## config.mk

```make
export PLATFORM = sky130hd
export DESIGN_NAME = single_button_dimmer_control_unit
export DESIGN_NICKNAME = d
export VERILOG_FILES = /design/src/rtl/core/sbd_pkg.sv /design/src/rtl/core/single_button_dimmer_control_unit.sv /design/src/rtl/core/sbd_core.sv
export SDC_FILE = /design/constraint.sdc
export NUM_CORES = 1
export LEC_CHECK = 0
export ABC_AREA = 1
export CAP_MARGIN = 0
export CELL_PAD_IN_SITES_DETAIL_PLACEMENT = 1
export CELL_PAD_IN_SITES_GLOBAL_PLACEMENT = 1
export CORE_ASPECT_RATIO = 0.75
export CORE_MARGIN = 2
export CORE_UTILIZATION = 35
export DETAILED_ROUTE_END_ITERATION = 10
export DONT_BUFFER_PORTS = 1
export PLACE_DENSITY_LB_ADDON = 0.1
export SYNTH_ARGS = -nofsm -noshare
export SYNTH_HDL_FRONTEND = slang
export SYNTH_SLANG_ARGS = --single-unit
```

## constraint.sdc

```tcl
create_clock -name i_clk -period 2.9 [get_ports i_clk]
set_input_delay 0.435 -clock i_clk [delete_from_list [all_inputs] [get_ports i_clk]]
set_output_delay 0.435 -clock i_clk [all_outputs]
set_load 0.03 [all_outputs]
```

## src/rtl/core/sbd_pkg.sv

```systemverilog
// Package: shared types and constants for the single-button dimmer control.
`timescale 1ns / 1ps
`default_nettype none

package sbd_pkg;

    // Default brightness register width
    localparam int LEVEL_BITS_DEF = 8;

    // Configuration register indexes
    localparam int CFG_IDX_BITS = 1;
    localparam logic [CFG_IDX_BITS-1:0] REG_LONG_PRESS  = 1'd0;
    localparam logic [CFG_IDX_BITS-1:0] REG_RAMP_PERIOD = 1'd1;

    // Configuration reset values
    localparam logic [7:0] LONG_PRESS_RST  = 8'd15;
    localparam logic [7:0] RAMP_PERIOD_RST = 8'd5;

    // Tick counters saturate here
    localparam logic [7:0] COUNT_MAX = 8'hFF;

    // Stream payload widths
    localparam int IN_TDATA_BITS  = 8;
    localparam int OUT_TDATA_BITS = 16;

    typedef struct packed {
        logic [7:0] long_press_ticks;
        logic [7:0] ramp_period_ticks;
    } t_cfg;

    typedef struct packed {
        logic [7:0] pwm_duty;
        logic       lamp_on;
        logic       ramping_up;
    } t_result;

endpackage

`default_nettype wire

```

## src/rtl/core/single_button_dimmer_control_unit.sv

```systemverilog
// Top level: single-button dimmer control with stream ports and config port.
// Path: an item loads the input register at accept, and its result then loads
// the result register; an output stall can hold either register.
// Throughput: one item per cycle; the update logic is a single pass between
// the input register and the result register, both held only by output stall.
// Reset (i_rst_n low, synchronous): lamp off, level 1, direction up, counters
// clear, config back to long press 15 ticks and ramp period 5 ticks.
`timescale 1ns / 1ps
`default_nettype none

module single_button_dimmer_control_unit #(
    parameter int LEVEL_BITS = sbd_pkg::LEVEL_BITS_DEF
) (
    input  wire         i_clk,
    input  wire         i_rst_n,
    // input item stream
    input  wire         i_s_axis_tvalid,
    output logic        o_s_axis_tready,
    input  wire  [sbd_pkg::IN_TDATA_BITS-1:0]  i_s_axis_tdata,  // [0] button_pressed,
                                                                // [7:1] zero
    // result item stream
    output logic        o_m_axis_tvalid,
    input  wire         i_m_axis_tready,
    output logic [sbd_pkg::OUT_TDATA_BITS-1:0] o_m_axis_tdata,  // [7:0] pwm_duty,
                                                                // [8] lamp_on,
                                                                // [9] ramping_up,
                                                                // [15:10] zero
    // configuration write port
    input  wire         i_cfg_we,
    input  wire  [sbd_pkg::CFG_IDX_BITS-1:0] i_cfg_idx,
    input  wire  [7:0]  i_cfg_data
);

    // config registers
    sbd_pkg::t_cfg    r_cfg;

    // input register
    logic             r_in_valid;
    logic             r_in_btn;

    // result register
    logic             r_out_valid;
    sbd_pkg::t_result r_out;

    sbd_pkg::t_result w_result;
    logic             w_adv;      // result register can load
    logic             w_tick;     // a held item is applied to the state

    assign w_adv           = !r_out_valid || i_m_axis_tready;
    assign w_tick          = r_in_valid && w_adv;
    assign o_s_axis_tready = !r_in_valid || w_adv;

    always_ff @(posedge i_clk) begin
        if (!i_rst_n) begin
            r_cfg.long_press_ticks  <= sbd_pkg::LONG_PRESS_RST;
            r_cfg.ramp_period_ticks <= sbd_pkg::RAMP_PERIOD_RST;
        end else if (i_cfg_we) begin
            case (i_cfg_idx)
                sbd_pkg::REG_LONG_PRESS:  r_cfg.long_press_ticks  <= i_cfg_data;
                sbd_pkg::REG_RAMP_PERIOD: r_cfg.ramp_period_ticks <= i_cfg_data;
                default: ;
            endcase
        end
    end

    // input stage: loads whenever it is empty or its item moves on
    always_ff @(posedge i_clk) begin
        if (!i_rst_n) begin
            r_in_valid <= 1'b0;
        end else if (o_s_axis_tready) begin
            r_in_valid <= i_s_axis_tvalid;
        end
    end

    always_ff @(posedge i_clk) begin
        if (o_s_axis_tready && i_s_axis_tvalid) begin
            r_in_btn <= i_s_axis_tdata[0];
        end
    end

    sbd_core #(
        .LEVEL_BITS (LEVEL_BITS)
    ) u_core (
        .i_clk     (i_clk),
        .i_rst_n   (i_rst_n),
        .i_en      (w_tick),
        .i_pressed (r_in_btn),
        .i_cfg     (r_cfg),
        .o_result  (w_result)
    );

    // result stage
    always_ff @(posedge i_clk) begin
        if (!i_rst_n) begin
            r_out_valid <= 1'b0;
        end else if (w_adv) begin
            r_out_valid <= r_in_valid;
        end
    end

    always_ff @(posedge i_clk) begin
        if (w_tick) begin
            r_out <= w_result;
        end
    end

    assign o_m_axis_tvalid = r_out_valid;
    assign o_m_axis_tdata  = {6'd0, r_out.ramping_up, r_out.lamp_on, r_out.pwm_duty};

    // An applied tick always yields a result next cycle
    a_tick_result: assert property (@(posedge i_clk) disable iff (!i_rst_n)
        w_tick |=> r_out_valid)
        else $error("tick applied but no result");

    // Input is refused only when both stages are full and output is stalled
    a_backpressure: assert property (@(posedge i_clk) disable iff (!i_rst_n)
        !o_s_axis_tready |-> (r_in_valid && r_out_valid && !i_m_axis_tready))
        else $error("input refused without full stall");

    // Lamp off gives zero duty
    a_off_dark: assert property (@(posedge i_clk) disable iff (!i_rst_n)
        (r_out_valid && !r_out.lamp_on) |-> (r_out.pwm_duty == 8'd0))
        else $error("nonzero duty with lamp off");

endmodule

`default_nettype wire

```

## src/rtl/core/sbd_core.sv

```systemverilog
// Dimmer state registers and per-tick update logic.
`timescale 1ns / 1ps
`default_nettype none

module sbd_core #(
    parameter int LEVEL_BITS = sbd_pkg::LEVEL_BITS_DEF
) (
    input  wire                 i_clk,
    input  wire                 i_rst_n,
    input  wire                 i_en,       // one tick is applied
    input  wire                 i_pressed,
    input  wire sbd_pkg::t_cfg  i_cfg,
    output sbd_pkg::t_result    o_result    // result after this tick's update
);

    localparam logic [LEVEL_BITS-1:0] LEVEL_MAX = {LEVEL_BITS{1'b1}};
    localparam logic [LEVEL_BITS-1:0] LEVEL_ONE = LEVEL_BITS'(1);

    logic                  r_is_on, n_is_on;
    logic [LEVEL_BITS-1:0] r_brightness, n_brightness;
    logic                  r_dir_up, n_dir_up;
    logic [7:0]            r_hold, n_hold;
    logic [7:0]            r_step, n_step;
    logic                  r_in_ramp, n_in_ramp;
    logic                  r_btn_before;

    logic                  w_released;
    logic                  w_do_step;
    logic [LEVEL_BITS-1:0] w_stepped;

    assign w_released = r_btn_before && !i_pressed;

    // One brightness step in the current direction, clamped at the ends
    always_comb begin
        w_stepped = r_brightness;
        if (r_dir_up) begin
            if (r_brightness != LEVEL_MAX) begin
                w_stepped = {r_brightness[LEVEL_BITS-2:0], 1'b1};
            end
        end else begin
            if (r_brightness != LEVEL_ONE) begin
                w_stepped = r_brightness >> 1;
            end
        end
    end

    always_comb begin
        n_is_on   = r_is_on;
        n_dir_up  = r_dir_up;
        n_hold    = r_hold;
        n_step    = r_step;
        n_in_ramp = r_in_ramp;
        w_do_step = 1'b0;
        if (!r_is_on) begin
            n_hold    = '0;
            n_step    = '0;
            n_in_ramp = 1'b0;
            if (w_released) begin
                n_is_on = 1'b1;
            end
        end else if (i_pressed) begin
            if (!r_in_ramp) begin
                if (r_hold != sbd_pkg::COUNT_MAX) begin
                    n_hold = r_hold + 8'd1;
                end
                if (n_hold >= i_cfg.long_press_ticks) begin
                    n_in_ramp = 1'b1;
                    n_step    = '0;
                    w_do_step = 1'b1;
                end
            end else begin
                if (r_step != sbd_pkg::COUNT_MAX) begin
                    n_step = r_step + 8'd1;
                end
                if (n_step >= i_cfg.ramp_period_ticks) begin
                    n_step    = '0;
                    w_do_step = 1'b1;
                end
            end
        end else begin
            if (w_released) begin
                if (r_in_ramp) begin
                    n_in_ramp = 1'b0;
                    n_dir_up  = !r_dir_up;
                end else begin
                    n_is_on = 1'b0;
                end
            end
            n_hold = '0;
            n_step = '0;
        end
        n_brightness = w_do_step ? w_stepped : r_brightness;
    end

    always_ff @(posedge i_clk) begin
        if (!i_rst_n) begin
            r_is_on      <= 1'b0;
            r_brightness <= LEVEL_ONE;
            r_dir_up     <= 1'b1;
            r_hold       <= '0;
            r_step       <= '0;
            r_in_ramp    <= 1'b0;
            r_btn_before <= 1'b0;
        end else if (i_en) begin
            r_is_on      <= n_is_on;
            r_brightness <= n_brightness;
            r_dir_up     <= n_dir_up;
            r_hold       <= n_hold;
            r_step       <= n_step;
            r_in_ramp    <= n_in_ramp;
            r_btn_before <= i_pressed;
        end
    end

    assign o_result.pwm_duty   = n_is_on ? 8'(n_brightness) : 8'd0;
    assign o_result.lamp_on    = n_is_on;
    assign o_result.ramping_up = n_dir_up;

    // Level never reaches zero: stepping down stops at one
    a_level_nonzero: assert property (@(posedge i_clk) disable iff (!i_rst_n)
        r_brightness != '0)
        else $error("brightness reached zero");

    // Ramping only happens with the lamp on
    a_ramp_on: assert property (@(posedge i_clk) disable iff (!i_rst_n)
        r_in_ramp |-> r_is_on)
        else $error("ramping while lamp off");

    // Counters sit at zero while the lamp is off
    a_off_clear: assert property (@(posedge i_clk) disable iff (!i_rst_n)
        !r_is_on |-> (r_hold == '0 && r_step == '0))
        else $error("tick counters running with lamp off");

endmodule

`default_nettype wire
```

# [After elaboration in Yosys (flattened, before gate mapping)]
# Index checks and enable logic that the tools add are counted.
[word_totals] reg_bits=57 in_bits=22 output_inout_bits=18 elab_cells=79
[classes] n_addsub=2 n_lt_le_gt_ge=2 eq_ne=7 muxes=38 bitwise_logic=1 n_reduce_logical=14
[ops] operator="8-bit 2-to-1 mux" count=20
[ops] operator="8-bit != test (second input constant)" count=3
[ops] operator="1-bit 2-to-1 mux" count=18
[ops] operator="8-bit by 1-bit adder with 8-bit output (second input constant)" count=2
[ops] operator="8-bit greater-or-equal comparator" count=2
[ops] operator="2-bit AND reduction" count=5
[ops] operator="8-bit by 1-bit != test with 1-bit output (second input constant)" count=1
[ops] operator="3-bit != test (second input constant)" count=2
[ops] operator="1-bit logical NOT" count=4
[ops] operator="4-bit != test (second input constant)" count=1
[ops] operator="1-bit logical AND" count=3
[ops] operator="1-bit logical OR" count=2
[ops] operator="1-bit NOT" count=1

# [Depth between registers and ports, before layout]
# Gate-level depths: netlist of the first run.
[depth] depth_word=11 mapped_depth=19 ltp_nobuf=19

# [By module]
# Synthesis of the first run repeated with hierarchy kept, for this count alone.
[unflattened] hier_cells=442 area_unflattened_um2=3209.3
[modules_own_cells] module="sbd_core" n_inst=1 cells_each=331 area_each_um2=2129.5 seq_area_each_um2=560.5
[modules_own_cells] module="single_button_dimmer_control_unit" n_inst=1 cells_each=111 area_each_um2=1079.8 seq_area_each_um2=690.7

# [Least setup slack after synthesis of the first run]
# No wires, ideal clock.
[synth_path] path_kind="register to register" from="register u_core.r_hold[0]" to="register r_out (netlist bit o_m_axis_tdata[7]), data pin" setup_ns=0.262 arrival_time_ns=2.199 required_time_ns=2.638 setup_slack_ns=0.439 stages_incl_launch_ff=17 path_buffers=0 synth_period_minus_slack_ns=2.461 path_cell_list="dfxtp_1 > ha_1 > nand2_1 > nor3_4 > nand3_4 > xor2_1 > inv_1 > ha_1 > nand2_1 > nand3_1 > nand2_1 > nand2_1 > nand2_1 > a21oi_4 > nand2_4 > nand2_1 > a21oi_1"
[synth_between] elab_chain_len=11 elab_cells_between_ends=12 cone_classes="add/sub: 1; order compare: 1; eq/ne: 1; mux: 9"
[synth_rtl] item="start: declaration" line_no="sbd_core.sv:22" source="logic [7:0] r_hold, n_hold;"
[synth_rtl] item="start signal: assignment" line_no="sbd_core.sv:108" source="r_hold <= n_hold;"
[synth_rtl] item="8-bit by 1-bit adder with 8-bit output or 8-bit != test (tied branches)" line_no="sbd_core.sv:64, sbd_core.sv:63"
[synth_rtl] item="8-bit 2-to-1 mux *" line_no="sbd_core.sv:63" source="if (r_hold != sbd_pkg::COUNT_MAX) begin"
[synth_rtl] item="8-bit 2-to-1 mux *" line_no="sbd_core.sv:62" source="if (!r_in_ramp) begin"
[synth_rtl] item="8-bit 2-to-1 mux *" line_no="sbd_core.sv:61" source="end else if (i_pressed) begin"
[synth_rtl] item="8-bit 2-to-1 mux *" line_no="sbd_core.sv:54" source="if (!r_is_on) begin"
[synth_rtl] item="8-bit greater-or-equal comparator *" line_no="sbd_core.sv:66" source="if (n_hold >= i_cfg.long_press_ticks) begin"
[synth_rtl] item="1-bit 2-to-1 mux *" line_no="sbd_core.sv:66"
[synth_rtl] item="1-bit 2-to-1 mux *" line_no="sbd_core.sv:62"
[synth_rtl] item="1-bit 2-to-1 mux *" line_no="sbd_core.sv:61"
[synth_rtl] item="1-bit 2-to-1 mux *" line_no="sbd_core.sv:54"
[synth_rtl] item="8-bit 2-to-1 mux *" line_no="sbd_core.sv:92" source="n_brightness = w_do_step ? w_stepped : r_brightness;"
[synth_rtl] item="end signal: assignment" line_no="single_button_dimmer_control_unit.sv:103" source="r_out <= w_result;"
[synth_rtl] item="end: declaration" line_no="single_button_dimmer_control_unit.sv:43" source="sbd_pkg::t_result r_out;"
# Mark *: on every way between the ends. The rest lies on a longest branch, timed or not. The select of a mux whose other input is x is not followed.
# A chain may end at the register's enable or synchronous reset.

# [Final worst setup path of the first run]
[layout_path] from="register u_core.r_step[0]" to="register r_out (netlist bit o_m_axis_tdata[0]), data pin"
[layout_between] elab_chain_len=11 elab_cells_between_ends=12 cone_classes="add/sub: 1; order compare: 1; eq/ne: 1; mux: 9"
[layout_rtl] item="start: declaration" line_no="sbd_core.sv:23" source="logic [7:0] r_step, n_step;"
[layout_rtl] item="start signal: assignment" line_no="sbd_core.sv:109" source="r_step <= n_step;"
[layout_rtl] item="8-bit by 1-bit adder with 8-bit output or 8-bit != test (tied branches)" line_no="sbd_core.sv:73, sbd_core.sv:72"
[layout_rtl] item="8-bit 2-to-1 mux *" line_no="sbd_core.sv:72" source="if (r_step != sbd_pkg::COUNT_MAX) begin"
[layout_rtl] item="8-bit 2-to-1 mux *" line_no="sbd_core.sv:62"
[layout_rtl] item="8-bit 2-to-1 mux *" line_no="sbd_core.sv:61"
[layout_rtl] item="8-bit 2-to-1 mux *" line_no="sbd_core.sv:54"
[layout_rtl] item="8-bit greater-or-equal comparator *" line_no="sbd_core.sv:75" source="if (n_step >= i_cfg.ramp_period_ticks) begin"
[layout_rtl] item="1-bit 2-to-1 mux *" line_no="sbd_core.sv:75"
[layout_rtl] item="1-bit 2-to-1 mux *" line_no="sbd_core.sv:62"
[layout_rtl] item="1-bit 2-to-1 mux *" line_no="sbd_core.sv:61"
[layout_rtl] item="1-bit 2-to-1 mux *" line_no="sbd_core.sv:54"
[layout_rtl] item="8-bit 2-to-1 mux *" line_no="sbd_core.sv:92"
# Marks and branches as above.

==> results by group, run 1 <==
Placed design
  – Hpwl dp: between 5 and 6 mm
  – Placed cells: approximately 520
  – Area after DPL: roughly 0.0033 mm2
  – Port buffer count: 0
  – RePlAce Congestion: 0.764

Timing
  – Slew Limit Headroom: 0.638
  – Final hold vios: 0
  – Fin Clk Skew: roughly 0.0062 ns
  – Fmax: between 300 and 400 MHz
  – Final min period: ~2.7 ns
  – Pins Over Slew Limit: 0
  – Fin crit share: 0.946
  – Final setup viols: 0
  – Worst Tran Pin Value: 0.543 ns

CTS
  – Clock sinks: 57
  – H-Tree Depth: 3
  – CTS tree: built
  – Clock Latency Late Sink: 0.33 ns
  – Clock Tree Root: clkbuf_16
  – Total CTS buffers: 9
  – Bufs on Longest Clock Path: 2
  – Register clock-pin slew on the reported worst setup and hold paths: 0.05 ns

Logic synthesis
  – Yosys top cell area share: 0.295
  – Gate Count Post-Synth: around 400
  – Syn Area/Cell: 7.66 um2
  – Synth cell types: 34
  – #FFs+latches synth: 57
  – Synth area leader: dfxtp_1
  – Mapped Area: 0.00312 mm2
  – Synth top area cells: dfxtp_1, nand2_1, edfxtp_1, a21oi_1, ha_1
  – Sequential area share after synthesis: 0.400
  – Synth warn: 0

Power
  – Power Total: between 0.002 and 0.0025 W
  – Power Density: about 600 mW/mm2
  – Peak VDD IR: roughly 300 uV
  – Lkg Pwr: roughly 1.7 nW

Cells and area
  – Share of layout cells above drive strength 1: 0.175
  – Fin util: 0.442
  – Layout net count: 470
  – # fillers: 1074
  – Finished Cell Area: approximately 0.0038 mm2
  – Register area: 0.00125 mm2
  – N_diodes: 0
  – Synth-to-layout area growth: 21.1%
  – Multi-input logic area: about 0.0017 mm2
  – Finished Layout Cells: roughly 540

Run status
  – Violated checks: design-rule violations
  – Outcome: finished, violations left

Drt
  – Remaining antenna violation count: 0
  – # DRC: 3
  – Via count: about 2600
  – Pre-Repair DR Iteration Count: 7
  – 1st-iter DRT viols: between 90 and 100
  – Drt via density: 4.83
  – WL/cell: between 10 and 15 um
  – Routed wire length: ~7.6 mm

Setup path
  – CP Launch Type: register
  – Worst Path Required: roughly 3.0 ns
  – Critical path class: register to register
  – Crit end category: register
  – Crit Path Max Fanout: 8
  – Worst Path Arrival: roughly 2.8 ns

Floorplanning
  – Die width: approximately 110 um
  – Boundary Pins: 40
  – Die footprint: 0.00971 mm2
  – Core Box Area: 0.00856 mm2
  – Row count: 29
  – Initial Util: 0.365
  – Chip height: roughly 86 um

Global route
  – Largest net degree at the start of global routing: 29
  – Grt ovf: 0
  – GRT Total Usage: 0.167
  – Vias in the first global route: roughly 2600
  – First-pass GRT wire length: about 13 mm
  – Initial antenna violation count: 0

Job
  – Total of max-cap violations: 0

Worst hold path
  – Hold WC Path Type: input port to register
-- per-layer routing --
| layer | track usage | share of wire |
|---|---|---|
| met3 | 0.0459 | 0.032 |
| met4 | 0.0599 | 0.015 |
| met5 | 0 | 0 |
| met1 | 0.234 | 0.52 |
| met2 | 0.246 | 0.43 |
-- through the flow --
stage	setup slack [ns]	setup TNS [ns]	hold slack, ns
floorplan	0.439	0	0.435
global placement	0.142	0	0.453
detailed placement	0.0793	0	0.457
CTS	0.0584	0	0.181
global route	-0.0407	-0.0738	0.182
finish	0.158	0	0.189
-- cell usage after synthesis --
cell,number
nor2_2,4
ha_1,18
edfxtp_1,11
nand3_1,28
o211ai_1,5
clkbuf_1,7
nor3_1,1
nand2_2,4
inv_2,3
nand3_4,1
nand4_4,1
conb_1,1
nand2_4,1
xor2_1,10
nor2_1,13
o21ai_0,23
a21oi_1,50
a21o_1,1
o21ai_1,1
buf_1,1
o21ai_4,1
nand4_1,2
nand2_1,99
a21oi_4,1
buf_4,6
nand3_2,1
o21bai_1,1
a21oi_2,1
nor3_4,3
xnor2_1,3
o21ai_2,2
inv_1,56
dfxtp_1,46
nand3b_1,2
-- critical path: stages (launching register included) --
cell      delay, ns
dfxtp_2        0.34
ha_2           0.19
nand2_2        0.09
nor3_4         0.25
xnor2_1        0.16
nand2_1        0.09
ha_1           0.28
nand2_1        0.06
nor2_1         0.18
nand4_1        0.21
nand4_4        0.22
buf_4          0.15
nand3b_1       0.09
nand2_1        0.11
nor2_1         0.05
-- final timing paths --
kind                                  startpoint           endpoint  slack (ns)  cells past startpoint
worst max-delay path            u_core.r_step[0]  o_m_axis_tdata[0]        0.16                     14
worst min-delay path                     i_rst_n           r_cfg[8]        0.19                      1
worst max register to register  u_core.r_step[0]  o_m_axis_tdata[0]        0.16                     14
worst min register to register          r_cfg[3]           r_cfg[3]        0.46                      2
-- registers in the layout, indices dropped and copies added, names as in the netlist --
| register | flops |
|---|---|
| u_core.r_dir_up | 1 |
| u_core.r_hold | 8 |
| u_core.r_is_on | 1 |
| r_cfg | 16 |
| o_m_axis_tdata | 10 |
| o_m_axis_tvalid | 1 |
| u_core.r_in_ramp | 1 |
| u_core.r_brightness | 8 |
| u_core.r_step | 8 |
| u_core.r_btn_before | 1 |
| r_in_valid | 1 |
| r_in_btn | 1 |
-- logic make-up after synthesis --
logic type / count (synthesis) / synth area share
compound gates: 86 / 0.154
xor+xnor: 13 / 0.0364
fa+ha+maj: 18 / 0.0721
buf+inv: 73 / 0.0949
flops: 57 / 0.400
other cells: 1 / 0.00120
simple gates: 160 / 0.241
-- timing repair --
action / in CTS / in global routing
hold buffers: 0 / 0
buffers inserted: 0 / 8
setup endpoints to repair: 0 / 24
gates resized for setup: 0 / 22
-- report_power, final --
part | switching (W) | total [W] | internal [W]
combinational | 0.000118 | 0.000170 | 0.0000518
clock | 0.000370 | 0.00121 | 0.000839
sequential | 0.0000359 | 0.000882 | 0.000846
-- placed cells by master (no fill, tap or decap), drive strengths merged --
cell and instances:
nor2 17, nand4 3, dfxtp 46, ha 18, xor2 10, o211ai 5, nor3 4, edfxtp 11
inv 60, nand3b 2, o21ai 27, a21oi 52, nand3 31, nand2 104, o21bai 1, xnor2 3
a21o 1, conb 6, bufinv 1, clkbuf 14, buf 19
-- final cells by class --
| class | count | area share |
|---|---|---|
| tap | 108 | 0.0357 |
| inverter | 59 | 0.0585 |
| timing repair buffer | 19 | 0.0397 |
| multi-input combinational | 284 | 0.441 |
| clock inverter | 2 | 0.00959 |
| clock buffer | 14 | 0.0836 |
| sequential | 57 | 0.332 |
Power figures use the tool's default switching activity.
==> inputs of run 2 (changes only) <==
- CORE_ASPECT_RATIO: 0.75 -> 0.7
==> run 2 against run 1 <==
Compared with the run above: the flow now finishes without violations; non-clock buffer count decreased by 2; sequential power about the same; count of clock-buffer cells in the layout grew 2; die area about the same; worst hold slack better by 0.0095 ns; largest cell class unchanged; largest power group unchanged.
==> results by group, run 2 (synthesis results as in run 1) <==
Placed design
  – Area after DPL: 0.00326 mm2 (-0.69%)
  – Port buffer count: 0 (unchanged)
  – Hpwl dp: 5.61 mm (+1.4%)
  – Placed cells: 525 (+1.4%)
  – RePlAce Congestion: 0.746 (-2.3%)

Cells and area
  – Most common cell after layout, fill and taps aside: nand2_1
  – Finished Cell Area: 0.00374 mm2 (-1.2%)
  – Layout net count: 468 (-0.43%)
  – Synth-to-layout area growth: 19.7%
  – Fin util: 0.437 (-0.00464)
  – Share of layout cells above drive strength 1: 0.176 (+0.000807)
  – Biggest register: r_cfg
  – Finished Layout Cells: 553 (+1.8%)
  – Most frequent cells in the layout: nand2_1, inv_1, a21oi_1
  – Max reg flops: 16 (unchanged)
  – N_diodes: 0 (unchanged)

Floorplanning
  – Row count: 28 (-3.4%)
  – Initial Util: 0.365 (+0.000641)
  – Core Box Area: 0.00855 mm2 (-0.18%)
  – Boundary Pins: 40 (unchanged)
  – Chip height: 83.0 um (-3.2%)
  – Die footprint: 0.00971 mm2 (about the same)
  – Die width: 117 um (+3.4%)

Drt
  – Pre-Repair DR Iteration Count: 4 (-3)
  – Drt via density: 4.79 (-0.87%)
  – 1st-iter DRT viols: 100 (+3.1%)
  – # DRC: 0 (-3)
  – WL/cell: 14.5 um (+2.9%)
  – Via count: 2650 (+0.95%)
  – Routed wire length: 8.01 mm (+4.8%)
  – Remaining antenna violation count: 0 (unchanged)

Global route
  – GRT Total Usage: 0.170 (+0.00313)
  – Initial antenna violation count: 0 (unchanged)
  – Vias in the first global route: 2578 (-1.0%)
  – Grt ovf: 0 (unchanged)
  – First-pass GRT wire length: 12.7 mm (-0.22%)
  – Largest net degree at the start of global routing: 29 (unchanged)

Timing
  – Fmax: 360 MHz (-1.3%)
  – Slew Limit Headroom: 0.631 (-0.00697)
  – Pins Over Slew Limit: 0 (unchanged)
  – Setup TNS Final: 0 ns (unchanged)
  – Hold Slack: 0.199 ns (+0.00954 ns)
  – Final setup viols: 0 (unchanged)
  – Worst Tran Pin Value: 0.553 ns (+0.0104 ns)
  – Final min period: 2.78 ns (+0.0348 ns)
  – Fin crit share: 0.958 (+0.0120)
  – Final hold vios: 0 (unchanged)
  – Fin Clk Skew: 0.00711 ns (+0.000937 ns)

CTS
  – Register clock-pin slew on the reported worst setup and hold paths: 0.05 ns (about the same)
  – Clock sinks: 57 (unchanged)
  – H-Tree Depth: 3 (unchanged)
  – CTS tree: built
  – Bufs on Longest Clock Path: 2 (unchanged)
  – Clock Latency Late Sink: 0.33 ns (about the same)
  – Clock Tree Root: clkbuf_16
  – Total CTS buffers: 9 (unchanged)

Setup path
  – Worst Path Arrival: 2.94 ns (+0.14 ns)
  – Worst Path Required: 3.07 ns (+0.11 ns)
  – R2R depth: 17 (+3)
  – CP Launch Type: register
  – Critical path class: register to register
  – Crit end category: register
  – R2R setup slack: 0.12 ns (-0.03 ns)
  – Crit Path Max Fanout: 8 (unchanged)

Power
  – Lkg Pwr: 1.65 nW (-2.6%)
  – Power Density: 542 mW/mm2 (-9.2%)
  – Peak VDD IR: 352 uV (+17%)

Run status
  – Outcome: finished clean

Worst hold path
  – Hold WC Path Type: input port to register
  – Hold depth: 1 (unchanged)

Job
  – Total of max-cap violations: 0 (unchanged)
[run 2: cell types whose count changed in the layout (fill, tap and decap cells not counted), sizes merged]
| cell | previous run | this run |
|---|---|---|
| inv | 60 | 59 |
| clkbuf | 14 | 16 |
| bufinv | 1 | 0 |
| buf | 19 | 17 |
[run 2: area by class of cell]
cell class	count	area (um2)
Clock buffer	16	272
Tap cell	120	150
Multi-Input combinational cell	284	1700
Inverter	59	221
Fill cell	1089	4810
Timing Repair Buffer	17	144
Sequential cell	57	1250
[run 2: power breakdown]
group | switching [W] | leakage [nW] | total, W | internal, W
clock network | 0.000345 | 0.131 | 0.000970 | 0.000625
logic | 0.000120 | 1.04 | 0.000174 | 0.0000533
registers | 0.0000372 | 0.485 | 0.000884 | 0.000847
[run 2: layer usage]
metal  up-vias  routed length (um)  global-route usage
li1       1362                   -                   -
met1      1236                4170               0.239
met2        40                3480               0.245
met3        12                 277              0.0518
met4         0                  86              0.0599
met5         -                   0                   0
[run 2: worst paths after layout]
check,start,end
max,u_core.r_hold[1],o_m_axis_tdata[3]
min,i_rst_n,r_cfg[0]
max reg2reg,u_core.r_hold[1],o_m_axis_tdata[3]
min reg2reg,r_cfg[13],r_cfg[13]
[run 2: critical path: stages, from the launching register on]
cell     delay, ns
dfxtp_2       0.35
ha_2          0.19
nand2_2       0.08
nor3_4        0.25
nand3_4       0.18
xor2_2        0.21
inv_1         0.06
ha_1          0.27
nand2_1       0.04
nand3_1       0.08
nand2_1       0.05
nand2_1       0.08
nand2_2       0.09
a21oi_4       0.16
buf_12        0.14
buf_4         0.12
nand3_1       0.10
a21oi_1       0.18
[run 2: timing repair]
action,CTS,global route
resized for setup,0,29
hold buffers,0,0
buffers inserted,3,8
pin swaps,1,11
cloned,0,1
endpoints found under the setup margin,1,24
[run 2: metrics by stage]
step,total power (W),worst slack [ns]
CTS,0.00205,0.0182
finish,0.00203,0.123
detailed placement,0.00106,0.00849
global route,0.00214,-0.0311
global placement,0.00105,0.0790
floorplan,0.00103,0.439
==> inputs of run 3 (changes only) <==
- CTS_BUF_LIST: default -> sky130_fd_sc_hd__clkbuf_8 sky130_fd_sc_hd__clkbuf_16
==> run 3 against run 2 <==
Compared with the run above: non-clock buffer count is the same; routed wire length about the same; largest power group unchanged; maximum frequency grew 0.10%; first-iteration DRC count fell by 3.0%; critical endpoint unchanged; via count is 0.15% higher; highest routed layer unchanged; register-to-register slack is essentially flat; final cell count did not move; count of clock-buffer cells in the layout shrank 5; worst hold slack hardly changed; flip-flop and latch count did not move; clock power fell by 2%.
==> results by group, run 3 (synthesis results as in run 1) <==
Worst hold path
  – Hold WC Path Type: input port to register

Drt
  – Routed wire length: 8.01 mm (about the same)
  – WL/cell: 14.5 um (about the same)
  – # DRC: 0 (unchanged)
  – Remaining antenna violation count: 0 (unchanged)
  – Drt via density: 4.80 (+0.15%)
  – Via count: 2654 (+0.15%)
  – Pre-Repair DR Iteration Count: 4 (unchanged)
  – 1st-iter DRT viols: 97 (-3.0%)

Timing
  – Fin Clk Skew: 0.00705 ns (-0.0000670 ns)
  – Fin crit share: 0.957 (-0.000976)
  – Slew Limit Headroom: 0.631 (about the same)
  – Final min period: 2.77 ns (-0.00283 ns)
  – Hold Slack: 0.199 ns (+0.0000570 ns)
  – Worst Tran Pin Value: 0.553 ns (+0.000213 ns)
  – Final hold vios: 0 (unchanged)
  – Pins Over Slew Limit: 0 (unchanged)
  – Final setup viols: 0 (unchanged)
  – Post-route setup slack: 0.126 ns (+0.00283 ns)
  – Fmax: 360 MHz (+0.10%)

Setup path
  – Crit path from: u_core.r_hold[1]
  – CP Capture Point: o_m_axis_tdata[3]
  – Critical path class: register to register
  – FF-to-FF Start: u_core.r_hold[1]
  – R2R depth: 15 (-2)
  – Worst Path Arrival: 2.83 ns (-0.11 ns)
  – Crit end category: register
  – R2R setup slack: 0.13 ns (about the same)
  – Crit Path Max Fanout: 8 (unchanged)
  – Slowest cell on crit path: dfxtp_2
  – FF-to-FF End: o_m_axis_tdata[3]
  – Worst path cell trace: ha_2, nand2_2, nor3_4, nand3_4, buf_4, nand2_1, ha_1, nand2_1, nand2_2, nor3_4, a21oi_4, buf_12, buf_4, nand3_1, a21oi_1
  – CP Launch Type: register
  – Crit-path max cell delay: 0.35 ns (about the same)
  – Worst Path Required: 2.96 ns (-0.11 ns)

Global route
  – First-pass GRT wire length: 12.7 mm (unchanged)
  – Grt ovf: 0 (unchanged)
  – Initial antenna violation count: 0 (unchanged)
  – GRT Total Usage: 0.170 (unchanged)
  – Vias in the first global route: 2578 (unchanged)
  – Largest net degree at the start of global routing: 29 (unchanged)

Cells and area
  – Most frequent cells in the layout: nand2_1, inv_1, a21oi_1
  – # fillers: 1089 (unchanged)
  – Max reg flops: 16 (unchanged)
  – Share of layout cells above drive strength 1: 0.176 (unchanged)
  – Synth-to-layout area growth: 19.7% (unchanged)
  – Most common cell after layout, fill and taps aside: nand2_1
  – Biggest register: r_cfg
  – N_diodes: 0 (unchanged)
  – Layout net count: 468 (unchanged)
  – Fin util: 0.437 (unchanged)

CTS
  – H-Tree Depth: 3 (unchanged)
  – Total CTS buffers: 9 (unchanged)
  – Clock Latency Late Sink: 0.33 ns (about the same)
  – CTS tree: built
  – Register clock-pin slew on the reported worst setup and hold paths: 0.05 ns (about the same)
  – Clock Tree Root: clkbuf_16
  – Bufs on Longest Clock Path: 2 (unchanged)
  – Clock sinks: 57 (unchanged)

Floorplanning
  – Initial Util: 0.365 (unchanged)
  – Chip height: 83.0 um (unchanged)
  – Core Box Area: 0.00855 mm2 (unchanged)
  – Die footprint: 0.00971 mm2 (unchanged)
  – Die width: 117 um (unchanged)
  – Boundary Pins: 40 (unchanged)
  – Row count: 28 (unchanged)

Power
  – Power Total: 0.00201 W (-0.82%)
  – Lkg Pwr: 1.68 nW (+1.3%)
  – Power Density: 538 mW/mm2 (-0.82%)
  – Peak VDD IR: 353 uV (about the same)

Placed design
  – Pre-CTS setup slack: 0.00849 ns (unchanged)
  – Hpwl dp: 5.61 mm (unchanged)
  – Port buffer count: 0 (unchanged)
  – RePlAce Congestion: 0.746 (unchanged)

Job
  – Total of max-cap violations: 0 (unchanged)

Run status
  – Outcome: finished clean
## run 3: cell types whose count changed in the layout (fill, tap and decap cells not counted)
cell | previous run | this run
inv_1 | 56 | 61
clkbuf_1 | 5 | 0
## run 3: worst min-delay path by stage
stage,cells past startpoint,slack [ns],to,from
final,1,0.20,r_cfg[0],i_rst_n
after global routing,1,0.18,r_cfg[0],i_rst_n
after CTS,1,0.19,r_cfg[0],i_rst_n
after detailed placement,2,0.46,r_cfg[13],r_cfg[13]
after global placement,2,0.45,r_cfg[5],r_cfg[5]
after floorplan,2,0.44,r_cfg[8],r_cfg[8]
## run 3: timing repair
item                       4_1_cts  5_1_grt
hold buffers                     0        0
setup endpoints to repair        1       24
setup buffers                    3        8
gates resized for setup          0       29
pin swaps                        1       11
cloned                           0        1
## run 3: layout make-up
class | instances | area [um2] | share of cell area
Timing Repair Buffer | 17 | 144 | 0.0385
Inverter | 59 | 221 | 0.0592
Sequential cell | 57 | 1250 | 0.336
Tap cell | 120 | 150 | 0.0402
Multi-Input combinational cell | 284 | 1700 | 0.454
Clock buffer | 11 | 253 | 0.0676
Clock inverter | 5 | 18.8 | 0.00502
## run 3: through the flow
stage,setup TNS [ns],instances,instance area (um2)
6_report,0,553,3740
5_1_grt,-0.115,553,3740
4_1_cts,0,544,3560
3_5_place_dp,0,525,3260
3_3_place_gp,0,525,3260
2_1_floorplan,0,413,3140
## run 3: worst max-delay path, delay by kind of cell, from the launching register on
kind	cells	cell delay (ns)
AND/OR/NAND/NOR	8	1.10
buffers and inverters	3	0.46
AO/OA/AOI/OAI	2	0.18
flip-flops	1	0.35
adder cells (fa/ha/maj)	2	0.44
## run 3: where the power goes
group          internal (W)  switching (W)  total [W]
sequential         0.000847      0.0000372   0.000884
clock              0.000607       0.000346   0.000954
combinational     0.0000533       0.000120   0.000173
## run 3: routing by layer
metal,vias up,wire [um],track usage
met5,-,0,0
met4,0,86,0.0599
li1,1362,-,-
met1,1236,4130,0.239
met2,44,3470,0.245
met3,12,319,0.0518
